[config.mk]
export PLATFORM = sky130hd
export DESIGN_NAME = boot_sector_classifier_core
export DESIGN_NICKNAME = d
export VERILOG_FILES = /design/src/sv/bsc_pkg.sv /design/src/sv/bsc_cell.sv /design/src/sv/bsc_match.sv /design/src/sv/boot_sector_classifier_core.sv
export SDC_FILE = /design/constraint.sdc
export NUM_CORES = 1
export LEC_CHECK = 0
export BUFFER_PORTS_ARGS = -buffer_cell sky130_fd_sc_hd__buf_2
export CORE_MARGIN = 2
export CORE_UTILIZATION = 40
export CTS_CLUSTER_SIZE = 24
export DETAILED_ROUTE_END_ITERATION = 10
export PLACE_DENSITY = 0.52
export SYNTH_ARGS = -nofsm -noshare
export SYNTH_HDL_FRONTEND = slang
export SYNTH_SLANG_ARGS = --single-unit
[constraint.sdc]
create_clock -name clock -period 12.4 [get_ports clock]
set_input_delay 1.24 -clock clock [delete_from_list [all_inputs] [get_ports clock]]
set_output_delay 1.24 -clock clock [all_outputs]
set_load 0.02 [all_outputs]
[src/sv/bsc_pkg.sv]
// shared types, constants and the loader string table for the boot sector classifier
// no dependencies
`default_nettype none

package bsc_pkg;

   localparam int unsigned MAX_SECTOR_BYTES = 4096;
   localparam int unsigned COUNT_W = $clog2(MAX_SECTOR_BYTES + 1);

   localparam int unsigned PAT_COUNT = 8;
   localparam int unsigned PAT_MAX = 11;
   localparam int unsigned WIN_DEPTH = PAT_MAX - 1;
   localparam int unsigned FLAG_COUNT = 4;

   localparam logic [7:0] SIG_LOW = 8'h55;
   localparam logic [7:0] SIG_HIGH = 8'hAA;
   localparam logic [7:0] JMP_SHORT = 8'hEB;
   localparam logic [7:0] JMP_NEAR = 8'hE9;

   localparam int unsigned FLAG_IO = 0;
   localparam int unsigned FLAG_MSDOS = 1;
   localparam int unsigned FLAG_IBM = 2;
   localparam int unsigned FLAG_NONSYS = 3;

   // upper-case text, last character in the low byte
   localparam logic [8*PAT_MAX-1:0] PAT_TEXT [PAT_COUNT] = '{
      "IO      SYS", "IO.SYS", "MSDOS   SYS", "MSDOS.SYS",
      "IBMBIO", "IBMDOS", "NON-SYSTEM", "NON SYSTEM"
   };
   localparam int unsigned PAT_LEN [PAT_COUNT] = '{11, 6, 11, 9, 6, 6, 10, 10};
   localparam int unsigned PAT_FLAG [PAT_COUNT] = '{
      FLAG_IO, FLAG_IO, FLAG_MSDOS, FLAG_MSDOS, FLAG_IBM, FLAG_IBM, FLAG_NONSYS, FLAG_NONSYS
   };

   typedef enum logic [2:0] {
      KIND_NONE       = 3'd0,
      KIND_SIG_ONLY   = 3'd1,
      KIND_CUSTOM     = 3'd2,
      KIND_DOS_NONSYS = 3'd3,
      KIND_CUSTOM_SIG = 3'd4
   } kind_type;

   typedef struct packed {
      logic       valid;
      logic [7:0] data;
   } cell_type;

   function automatic logic [7:0] fold(input logic [7:0] c);
      if (c >= 8'h61 && c <= 8'h7A) begin
         return c - 8'h20;
      end
      return c;
   endfunction

endpackage

`default_nettype wire

[src/sv/bsc_cell.sv]
// one window cell: holds a sector byte and its in-sector mark, passes both on
// depends on bsc_pkg
`default_nettype none

module bsc_cell (
   input  wire                    clock,
   input  wire                    reset,
   input  wire                    shift_en,
   input  wire                    flush,
   input  wire bsc_pkg::cell_type prev,
   output bsc_pkg::cell_type      cur,
   output logic [7:0]             folded
);
   import bsc_pkg::*;

   logic       valid_ff, valid_in;
   logic [7:0] data_ff, data_in;

   always_comb begin
      valid_in = valid_ff;
      data_in = data_ff;
      if (flush) begin
         valid_in = 1'b0;
      end else if (shift_en) begin
         valid_in = prev.valid;
         data_in = prev.data;
      end
   end

   always_ff @(posedge clock) begin
      if (reset) begin
         valid_ff <= 1'b0;
      end else begin
         valid_ff <= valid_in;
      end
      data_ff <= data_in;
   end

   assign cur.valid = valid_ff;
   assign cur.data = data_ff;
   assign folded = fold(data_ff);

endmodule

`default_nettype wire

[src/sv/bsc_match.sv]
// parallel compare of the byte window against the loader string table
// depends on bsc_pkg
`default_nettype none

module bsc_match (
   input  wire [7:0]                  win_bytes [bsc_pkg::PAT_MAX],
   input  wire [bsc_pkg::WIN_DEPTH-1:0] win_valid,
   output logic [bsc_pkg::FLAG_COUNT-1:0] hits
);
   import bsc_pkg::*;

   logic ok;

   always_comb begin
      ok = 1'b0;
      hits = '0;
      for (int i = 0; i < PAT_COUNT; i++) begin
         // deepest cell used must still belong to this sector
         ok = win_valid[PAT_LEN[i] - 2];
         for (int k = 0; k < PAT_MAX; k++) begin
            if (k < PAT_LEN[i] && win_bytes[k] != PAT_TEXT[i][8*k +: 8]) begin
               ok = 1'b0;
            end
         end
         if (ok) begin
            hits[PAT_FLAG[i]] = 1'b1;
         end
      end
   end

endmodule

`default_nettype wire

[src/sv/boot_sector_classifier_core.sv]
// boot sector classifier top: window cell chain, string matcher, sector tracking, result register
// depends on bsc_pkg, bsc_cell, bsc_match
//
//   channel   ports   direction   content
//   request   req_    in          data_byte, last_byte, bpb_valid
//   response  rsp_    out         boot_kind, custom_boot and six detection flags
//
// one byte per cycle while req_stall is low; every byte is compared in the cycle it
// arrives, against the ten-cell window and the current byte
// the response word is registered and appears in the cycle after the last byte is taken
// req_stall is high only while a response word waits under rsp_stall
// reset clears the window marks, byte count, loader flags and response valid
`default_nettype none

module boot_sector_classifier_core (
   input  wire        clock,
   input  wire        reset,
   input  wire        req_valid,
   output logic       req_stall,
   input  wire [7:0]  req_data_byte,
   input  wire        req_last_byte,
   input  wire        req_bpb_valid,
   output logic       rsp_valid,
   input  wire        rsp_stall,
   output logic [2:0] rsp_boot_kind,
   output logic       rsp_custom_boot,
   output logic       rsp_jump_seen,
   output logic       rsp_signature_seen,
   output logic       rsp_io_sys_seen,
   output logic       rsp_msdos_sys_seen,
   output logic       rsp_ibm_name_seen,
   output logic       rsp_non_system_seen
);
   import bsc_pkg::*;

   cell_type                chain [WIN_DEPTH+1];
   logic [7:0]              win_bytes [PAT_MAX];
   logic [WIN_DEPTH-1:0]    win_valid;
   logic [FLAG_COUNT-1:0]   hits;
   logic                    accept, shift_en, flush;

   logic [COUNT_W-1:0]      count_ff, count_in;
   logic [7:0]              first_ff, first_in;
   logic [7:0]              b510_ff, b510_in;
   logic [7:0]              b511_ff, b511_in;
   logic [FLAG_COUNT-1:0]   flags_ff, flags_in;
   logic [FLAG_COUNT-1:0]   seen;
   logic [7:0]              last_pair_high;
   logic                    jmp, sig, loader;

   logic                    rsp_valid_ff, rsp_valid_in;
   kind_type                kind_ff, kind_in;
   logic                    booter_ff, booter_in;
   logic                    jump_ff, sig_ff;
   logic [FLAG_COUNT-1:0]   out_flags_ff;

   assign req_stall = rsp_valid_ff & rsp_stall;
   assign accept = req_valid & ~req_stall;
   assign shift_en = accept & ~req_last_byte;
   assign flush = accept & req_last_byte;

   // window chain
   assign chain[0].valid = 1'b1;
   assign chain[0].data = req_data_byte;
   assign win_bytes[0] = fold(req_data_byte);

   for (genvar g = 0; g < WIN_DEPTH; g++) begin : g_cell
      bsc_cell u_cell (
         .clock    (clock),
         .reset    (reset),
         .shift_en (shift_en),
         .flush    (flush),
         .prev     (chain[g]),
         .cur      (chain[g+1]),
         .folded   (win_bytes[g+1])
      );
      assign win_valid[g] = chain[g+1].valid;
   end

   bsc_match u_match (
      .win_bytes (win_bytes),
      .win_valid (win_valid),
      .hits      (hits)
   );

   // sector tracking
   always_comb begin
      seen = flags_ff | hits;
      last_pair_high = (count_ff == COUNT_W'(511)) ? req_data_byte : b511_ff;
      if (count_ff >= COUNT_W'(511)) begin
         sig = (b510_ff == SIG_LOW) && (last_pair_high == SIG_HIGH);
      end else if (count_ff >= COUNT_W'(1)) begin
         sig = (chain[1].data == SIG_LOW) && (req_data_byte == SIG_HIGH);
      end else begin
         sig = 1'b0;
      end
      jmp = (count_ff >= COUNT_W'(2)) && (first_ff == JMP_SHORT || first_ff == JMP_NEAR);
      loader = |seen;

      if (!jmp && !sig) begin
         kind_in = KIND_NONE;
      end else if (!jmp) begin
         kind_in = KIND_SIG_ONLY;
      end else if (!sig) begin
         kind_in = KIND_CUSTOM;
      end else if (loader && req_bpb_valid) begin
         kind_in = KIND_DOS_NONSYS;
      end else begin
         kind_in = KIND_CUSTOM_SIG;
      end
      booter_in = (kind_in == KIND_CUSTOM) || (kind_in == KIND_CUSTOM_SIG);

      count_in = count_ff;
      first_in = first_ff;
      b510_in = b510_ff;
      b511_in = b511_ff;
      flags_in = flags_ff;
      if (flush) begin
         count_in = '0;
         first_in = '0;
         b510_in = '0;
         b511_in = '0;
         flags_in = '0;
      end else if (shift_en) begin
         if (count_ff < COUNT_W'(MAX_SECTOR_BYTES)) begin
            count_in = count_ff + COUNT_W'(1);
         end
         if (count_ff == '0) begin
            first_in = req_data_byte;
         end
         if (count_ff == COUNT_W'(510)) begin
            b510_in = req_data_byte;
         end
         if (count_ff == COUNT_W'(511)) begin
            b511_in = req_data_byte;
         end
         flags_in = seen;
      end

      rsp_valid_in = rsp_valid_ff & rsp_stall;
      if (flush) begin
         rsp_valid_in = 1'b1;
      end
   end

   always_ff @(posedge clock) begin
      if (reset) begin
         count_ff <= '0;
         first_ff <= '0;
         b510_ff <= '0;
         b511_ff <= '0;
         flags_ff <= '0;
         rsp_valid_ff <= 1'b0;
      end else begin
         count_ff <= count_in;
         first_ff <= first_in;
         b510_ff <= b510_in;
         b511_ff <= b511_in;
         flags_ff <= flags_in;
         rsp_valid_ff <= rsp_valid_in;
      end
      if (flush) begin
         kind_ff <= kind_in;
         booter_ff <= booter_in;
         jump_ff <= jmp;
         sig_ff <= sig;
         out_flags_ff <= seen;
      end
   end

   assign rsp_valid = rsp_valid_ff;
   assign rsp_boot_kind = kind_ff;
   assign rsp_custom_boot = booter_ff;
   assign rsp_jump_seen = jump_ff;
   assign rsp_signature_seen = sig_ff;
   assign rsp_io_sys_seen = out_flags_ff[FLAG_IO];
   assign rsp_msdos_sys_seen = out_flags_ff[FLAG_MSDOS];
   assign rsp_ibm_name_seen = out_flags_ff[FLAG_IBM];
   assign rsp_non_system_seen = out_flags_ff[FLAG_NONSYS];

endmodule

`default_nettype wire

Word-level counts from Yosys, hierarchy flattened
Index checks and enable logic that the tools add are counted.
Word-level totals
  flip-flop bits (word level): 142
  bits of input ports: 14
  output and inout bits: 12
  word-level logic and storage cells: 260
Cells by class
  add/sub/neg operators: 12
  order comparisons: 26
  equality and inequality tests: 51
  multiplexer cells: 105
  bitwise gates (word level): 8
  reductions and logical operators: 27
Operator list (count)
  inequality test 8 x 7 -> 1 bit (second input constant): 33
  2-to-1 mux 8 bit: 23
  greater-or-equal comparator 8 x 7 -> 1 bit (second input constant): 11
  less-or-equal comparator 8 x 7 -> 1 bit (second input constant): 11
  subtractor 8 x 6 -> 8 bit (second input constant): 11
  2-to-1 mux 1 bit: 78
  inequality test 8 x 6 -> 1 bit (second input constant): 8
  equality test 8 bit (second input constant): 4
  equality test 13 x 9 -> 1 bit (second input constant): 2
  equality test 8 x 7 -> 1 bit (second input constant): 2
  logical AND 1 bit: 16
  adder 13 x 1 -> 13 bit (second input constant): 1
  greater-or-equal comparator 13 x 1 -> 1 bit (second input constant): 1
  greater-or-equal comparator 13 x 2 -> 1 bit (second input constant): 1
  greater-or-equal comparator 13 x 9 -> 1 bit (second input constant): 1
  zero test 13 bit: 1
  less-than comparator 13 bit (second input constant): 1
  2-to-1 mux 3 bit: 4
  AND reduction 2 bit: 4
  AND 1 bit: 4
  bitwise OR 4 bit: 1
  OR reduction 4 bit: 1
  equality test 3 x 2 -> 1 bit (second input constant): 1
  equality test 3 bit (second input constant): 1
  4 further kinds: 8

Logic depth before layout (Yosys ltp)
  depth after elaboration: 27
  gate-level depth with buffers: 10
  gate-level depth less buffers: 10

Hierarchy
Synthesis repeated with hierarchy kept, for this count alone.
Unflattened totals
  cells, all modules: 620
  area total of the unflattened synthesis: 7029.2 sq um
By module, submodules not included
  bsc_cell: instances 10, cells an instance 30, area each 416.6 sq um
  boot_sector_classifier_core: instances 1, cells an instance 232, area each 2254.7 sq um
  bsc_match: instances 1, cells an instance 88, area each 608.1 sq um

Worst setup path after synthesis
No wires, ideal clock.
  path kind: input-to-reg
  start: input port rsp_stall
  end: register b510_ff[0]
  library setup time: 128 ps
  arrival: 6632 ps
  slack: 5640 ps
  stages on the path: 6
  path buffers: 0
  cell sequence: nand2_1 > nand2_1 > nor2_1 > nand4_1 > mux2i_1 > nor2_1
On the way
  word-level cells in the longest chain between the ends: 5
RTL lines
  start: declaration: RTL line boot_sector_classifier_core.sv:24  | input wire rsp_stall,
  AND 1 bit: RTL line boot_sector_classifier_core.sv:57  | assign req_stall = rsp_valid_ff & rsp_stall;
  inverter 1 bit: RTL line boot_sector_classifier_core.sv:58  | assign accept = req_valid & ~req_stall;
  AND 1 bit: RTL line boot_sector_classifier_core.sv:58
  AND 1 bit: RTL line boot_sector_classifier_core.sv:59  | assign shift_en = accept & ~req_last_byte;
  named net g_cell[0].u_cell.shift_en: RTL line bsc_cell.sv:8  | input wire shift_en,
  AND reduction 2 bit (no source line)
  end signal: assignment: RTL line boot_sector_classifier_core.sv:157  | b510_ff <= b510_in;
  end: declaration: RTL line boot_sector_classifier_core.sv:44  | logic [7:0] b510_ff, b510_in;
The timed path passes the listed nets, and every way through them passes these cells.
A chain may end at the register's enable or synchronous reset.

Worst setup path in the final report
  start: input port req_data_byte[3]
  end: register booter_ff (netlist: rsp_custom_boot), data pin
On the way
  word-level cells in the longest chain between the ends: 27
RTL lines
  start: declaration: RTL line boot_sector_classifier_core.sv:20  | input wire [7:0] req_data_byte,
  greater-or-equal comparator 8 x 7 -> 1 bit / less-or-equal comparator 8 x 7 -> 1 bit (equally long branches): RTL line bsc_pkg.sv:49  | if (c >= 8'h61 && c <= 8'h7A) begin
  logical AND 1 bit: RTL line bsc_pkg.sv:49
  2-to-1 mux 1 bit: RTL line bsc_pkg.sv:49
  2-to-1 mux 8 bit: RTL line bsc_pkg.sv:52  | return c;
  inequality test 8 x 7 -> 1 bit: RTL line bsc_match.sv:21  | if (k < PAT_LEN[i] && win_bytes[k] != PAT_TEXT[i][8*k +: 8]) begin
  2-to-1 mux 1 bit (11 in a row): RTL line bsc_match.sv:21
  2-to-1 mux 1 bit (2 in a row): RTL line bsc_match.sv:25  | if (ok) begin
  bitwise OR 4 bit: RTL line boot_sector_classifier_core.sv:88  | seen = flags_ff | hits;
  OR reduction 4 bit: RTL line boot_sector_classifier_core.sv:98  | loader = |seen;
  logical AND 1 bit: RTL line boot_sector_classifier_core.sv:106  | end else if (loader && req_bpb_valid) begin
  2-to-1 mux 3 bit: RTL line boot_sector_classifier_core.sv:106
  2-to-1 mux 3 bit: RTL line boot_sector_classifier_core.sv:104  | end else if (!sig) begin
  2-to-1 mux 3 bit: RTL line boot_sector_classifier_core.sv:102  | end else if (!jmp) begin
  2-to-1 mux 3 bit *: RTL line boot_sector_classifier_core.sv:100  | if (!jmp && !sig) begin
  equality test 3 x 2 -> 1 bit / equality test 3 bit (equally long branches): RTL line boot_sector_classifier_core.sv:111  | booter_in = (kind_in == KIND_CUSTOM) || (kind_in == KIND_CUSTOM_SIG);
  logical OR 1 bit *: RTL line boot_sector_classifier_core.sv:111
  named net booter_in: RTL line boot_sector_classifier_core.sv:53  | logic booter_ff, booter_in;
  end signal: assignment: RTL line boot_sector_classifier_core.sv:164  | booter_ff <= booter_in;
  end: declaration: RTL line boot_sector_classifier_core.sv:53
The timed path passes the listed nets; every way through them passes the cells marked *. The select of a mux whose other input is x is not followed.

==> results.md <==
* Ys async rst share at 0%
* Worst setup margin at 9.37 ns
* Worst slack, placed at around 8.9 ns
* Insertion delay of the later-clocked pin in the worst-skew pair at between 0.4 and 0.5 ns
* Initial standard-cell utilization of the core at 40.4%
* Number of post-CTS setup repair buffers at 0
* Number of buffers on the longest clock path at 2
* Share of the cycle needed by the critical path after routing at 24.4%
* Setup violators final at 0
* CTS root buf: sky130_fd_sc_hd__clkbuf_16
* Leftover overflow at the end of global routing at 0
* Max-slew violation total from the final report at 0
* Area of the core at roughly 15000 um2
* Hold Worst Slack at between 0.4 and 0.5 ns
* Worst slew margin at around 23%
* Capturing element type of the critical path: flop
* Maximum ir drop on the vdd rail at 0.0987 mV
* Synth Warn # at 0
* Unrepaired setup endpoints after global routing: false
* Leading post-synthesis cells by cell area: sky130_fd_sc_hd__edfxtp_1, sky130_fd_sc_hd__dfxtp_1, sky130_fd_sc_hd__nor2_1, sky130_fd_sc_hd__ha_1, sky130_fd_sc_hd__mux2i_1
* Wire length per cell at 17.8 um
* Final count of hold timing violations at 0
* Final worst clock skew at 0.00692 ns
* Total Routing Usage GR at between 15 and 20%
* Post-synth top area share at between 40 and 50%
* Detailed placement HPWL at about 9700 um
* GPL Wtd Cong at approximately 0.81
* Die span in x at 127 um
* Avg Cell Area, Syn at between 10 and 15 um2
* Slowest cell delay on critical path at between 0.5 and 0.6 ns
* H-tree lvl count at 4
* Antenna diode instance count at 0
* Antenna violations before repair at 0
* Data arrival at the endpoint of the critical path at 3.14 ns
* Dominant synthesized flop cell: sky130_fd_sc_hd__edfxtp_1
* Min cycle time layout at between 3 and 4 ns
* Count of state elements after synthesis at 141
* Number of detailed-routing iterations run before antenna repair at 5
* Hold-fix buffer count after cts at 0
* Library cell occupying the most area in the post-synthesis netlist: sky130_fd_sc_hd__edfxtp_1
* Maximum clock frequency at around 0.33 GHz
* Number of global-route vias before repair at 4128
* Startpoint type of the worst setup path: input port
* Result of the run: complete, no violations
* Hold WC Path Type: flop to flop
* Number of I/O port buffers at 25
* Number of nets at the end of the flow at 588
* Via density at roughly 5.5
* Resize count post-CTS at 0
* Highest net fanout along the worst path at 8
* Clock slew at the register clock pins of the worst setup and hold paths at ~0.060 ns
* Antenna-violating nets left at 0
* Post-Route Utilization at a little under half
* Number of remaining DRC errors at 0
* Worst endpoint required time at 12.52 ns
* Cell variety after synth at between 50 and 60
* Fraction of layout cells with a size suffix above 1 at 10.7%
* Post-synth EDFFs at 90
* Nets in the synthesized netlist at approximately 550
* Wire length of the first global-routing pass at about 22000 um
* Num Clock Sinks at roughly 140
* Areal power density over the cells at approximately 160 nW/um2
* Post-route standard cell area excluding fillers at between 7000 and 8000 um2
* Via count at around 4200
* First-iteration detailed-routing DRC count at a little under 400
* Sequential cell area fraction in the yosys report at between 60% and 70%
* Placed instance area at ~6400 um2
* Number of placement rows at 45
* Total CTS buffers at 17
* # IOs at 26
* Synthesis-to-finish area growth at 15.6%
* Leakage at approximately 2.5 nW
* Vertical die dimension at ~130 um
* Cell breakdown of the critical path: buf_2, nor2b_1, nand4_1, or4_1, nor3_1, nand4_1, a21oi_1, o41a_4, a21oi_1
* Routed Wire Length at roughly 14000 um
* MaxCap Viol Count at 0
* Pin count of the biggest net entering global routing at 81
* Die Footprint at roughly 16000 um2
* CTS tree: done
* Combined area of all synthesized cells at a little over 6000 um2
* Setup TNS after final layout at 0 ns
* Crit Path Class: input port to flop
* Transition time at the pin with the least slew margin at 1.14 ns
* Slowest-stage cell, CP: sky130_fd_sc_hd__or4_1
* Gate Count Post-Synth at between 500 and 600
-- placed cells by master (no fill, tap or decap), drive strengths merged, types with 3 or more instances in the layout --
cell type / Yosys / final
nor2b: 3 / 3
bufinv: 0 / 4
o21ai: 11 / 11
a21oi: 23 / 23
nor3b: 6 / 6
dfxtp: 51 / 51
nor3: 15 / 15
clkinv: 0 / 6
mux2i: 17 / 17
and3: 4 / 4
o31ai: 4 / 4
nor4: 7 / 7
buf: 2 / 27
or2: 3 / 3
nand3: 24 / 24
a21o: 3 / 3
a22oi: 8 / 8
edfxtp: 90 / 90
nor4b: 8 / 8
nand4: 16 / 16
clkbuf: 9 / 20
inv: 31 / 31
xnor2: 3 / 3
or3: 3 / 3
and2: 6 / 6
or4: 6 / 6
nand3b: 13 / 13
nor4bb: 11 / 11
nor2: 64 / 64
nand2: 29 / 29
xor2: 7 / 7
ha: 15 / 15
o41ai: 4 / 4
-- cells in the mapped netlist, drive strengths merged (3+ instances only) --
| master | count |
|---|---|
| a21o | 3 |
| a21oi | 23 |
| a22oi | 8 |
| and2 | 6 |
| and3 | 4 |
| clkbuf | 9 |
| dfxtp | 51 |
| edfxtp | 90 |
| ha | 15 |
| inv | 31 |
| mux2i | 17 |
| nand2 | 29 |
| nand3 | 24 |
| nand3b | 13 |
| nand4 | 16 |
| nor2 | 64 |
| nor2b | 3 |
| nor3 | 15 |
| nor3b | 6 |
| nor4 | 7 |
| nor4b | 8 |
| nor4bb | 11 |
| o21ai | 11 |
| o31ai | 4 |
| o41ai | 4 |
| or2 | 3 |
| or3 | 3 |
| or4 | 6 |
| xnor2 | 3 |
| xor2 | 7 |
-- through the flow --
stage	power, mW	cells
2_1_floorplan	0.562	524
5_1_grt	1.13	760
6_report	1.10	760
3_5_place_dp	0.581	728
4_1_cts	1.10	760
3_3_place_gp	0.580	728
-- worst paths after layout --
path / from / to / depth (start not counted) / slack (ns)
max: req_data_byte[3] / rsp_custom_boot / 9 / 9.37
max reg2reg: g_cell[0].u_cell.data_ff[5] / rsp_custom_boot / 9 / 9.51
min: g_cell[1].u_cell.data_ff[7] / g_cell[2].u_cell.data_ff[7] / 0 / 0.45
min reg2reg: g_cell[1].u_cell.data_ff[7] / g_cell[2].u_cell.data_ff[7] / 0 / 0.45
-- critical path: cells and delay by family --
family	cells	cell delay (ns)
buffers and inverters	1	0.18
and+or+nand+nor	5	1.27
AOI/OAI and AO/OA	3	0.44
-- power by group --
part / total (mW) / switching [mW] / leakage, nW / internal (mW)
sequential: 0.529 / 0.0137 / 1.26 / 0.515
combinational: 0.0422 / 0.0286 / 0.987 / 0.0136
clock: 0.525 / 0.190 / 0.289 / 0.335
-- cells by family after synthesis --
logic type | Yosys count | synth area share, %
buffers and inverters | 42 | 2.60
adders and majority gates | 15 | 3.09
DFF | 141 | 61.3
muxes | 18 | 2.99
and+or+nand+nor | 226 | 20.6
xor gates and xnor gates | 10 | 1.44
AOI/OAI and AO/OA | 72 | 7.97
-- final cells by class --
cell class	count	area, um2
fillers	1380	8010
flip-flops and latches	141	3720
multi-input cells	341	2200
clock buffers	20	437
well taps	188	235
clock inverters	12	170
repair buffers	27	140
inverters	31	116
-- state kept, by name, summed over array words and instances, names as in the netlist, 3 cells and up --
signal	flops
flags_ff	4
b511_ff	8
out_flags_ff	4
first_ff	7
rsp_boot_kind	3
count_ff	13
g_cell.u_cell.data_ff	80
b510_ff	8
g_cell.u_cell.valid_ff	10
-- per-layer routing --
layer	vias up	global-route usage, %	routed length [um]
li1	2038	-	-
met1	2050	21.7	5930
met2	88	30.6	6930
met3	16	4.73	445
met4	0	6.14	209
met5	-	0	0
Note: power is estimated with default switching activity, not from simulation.
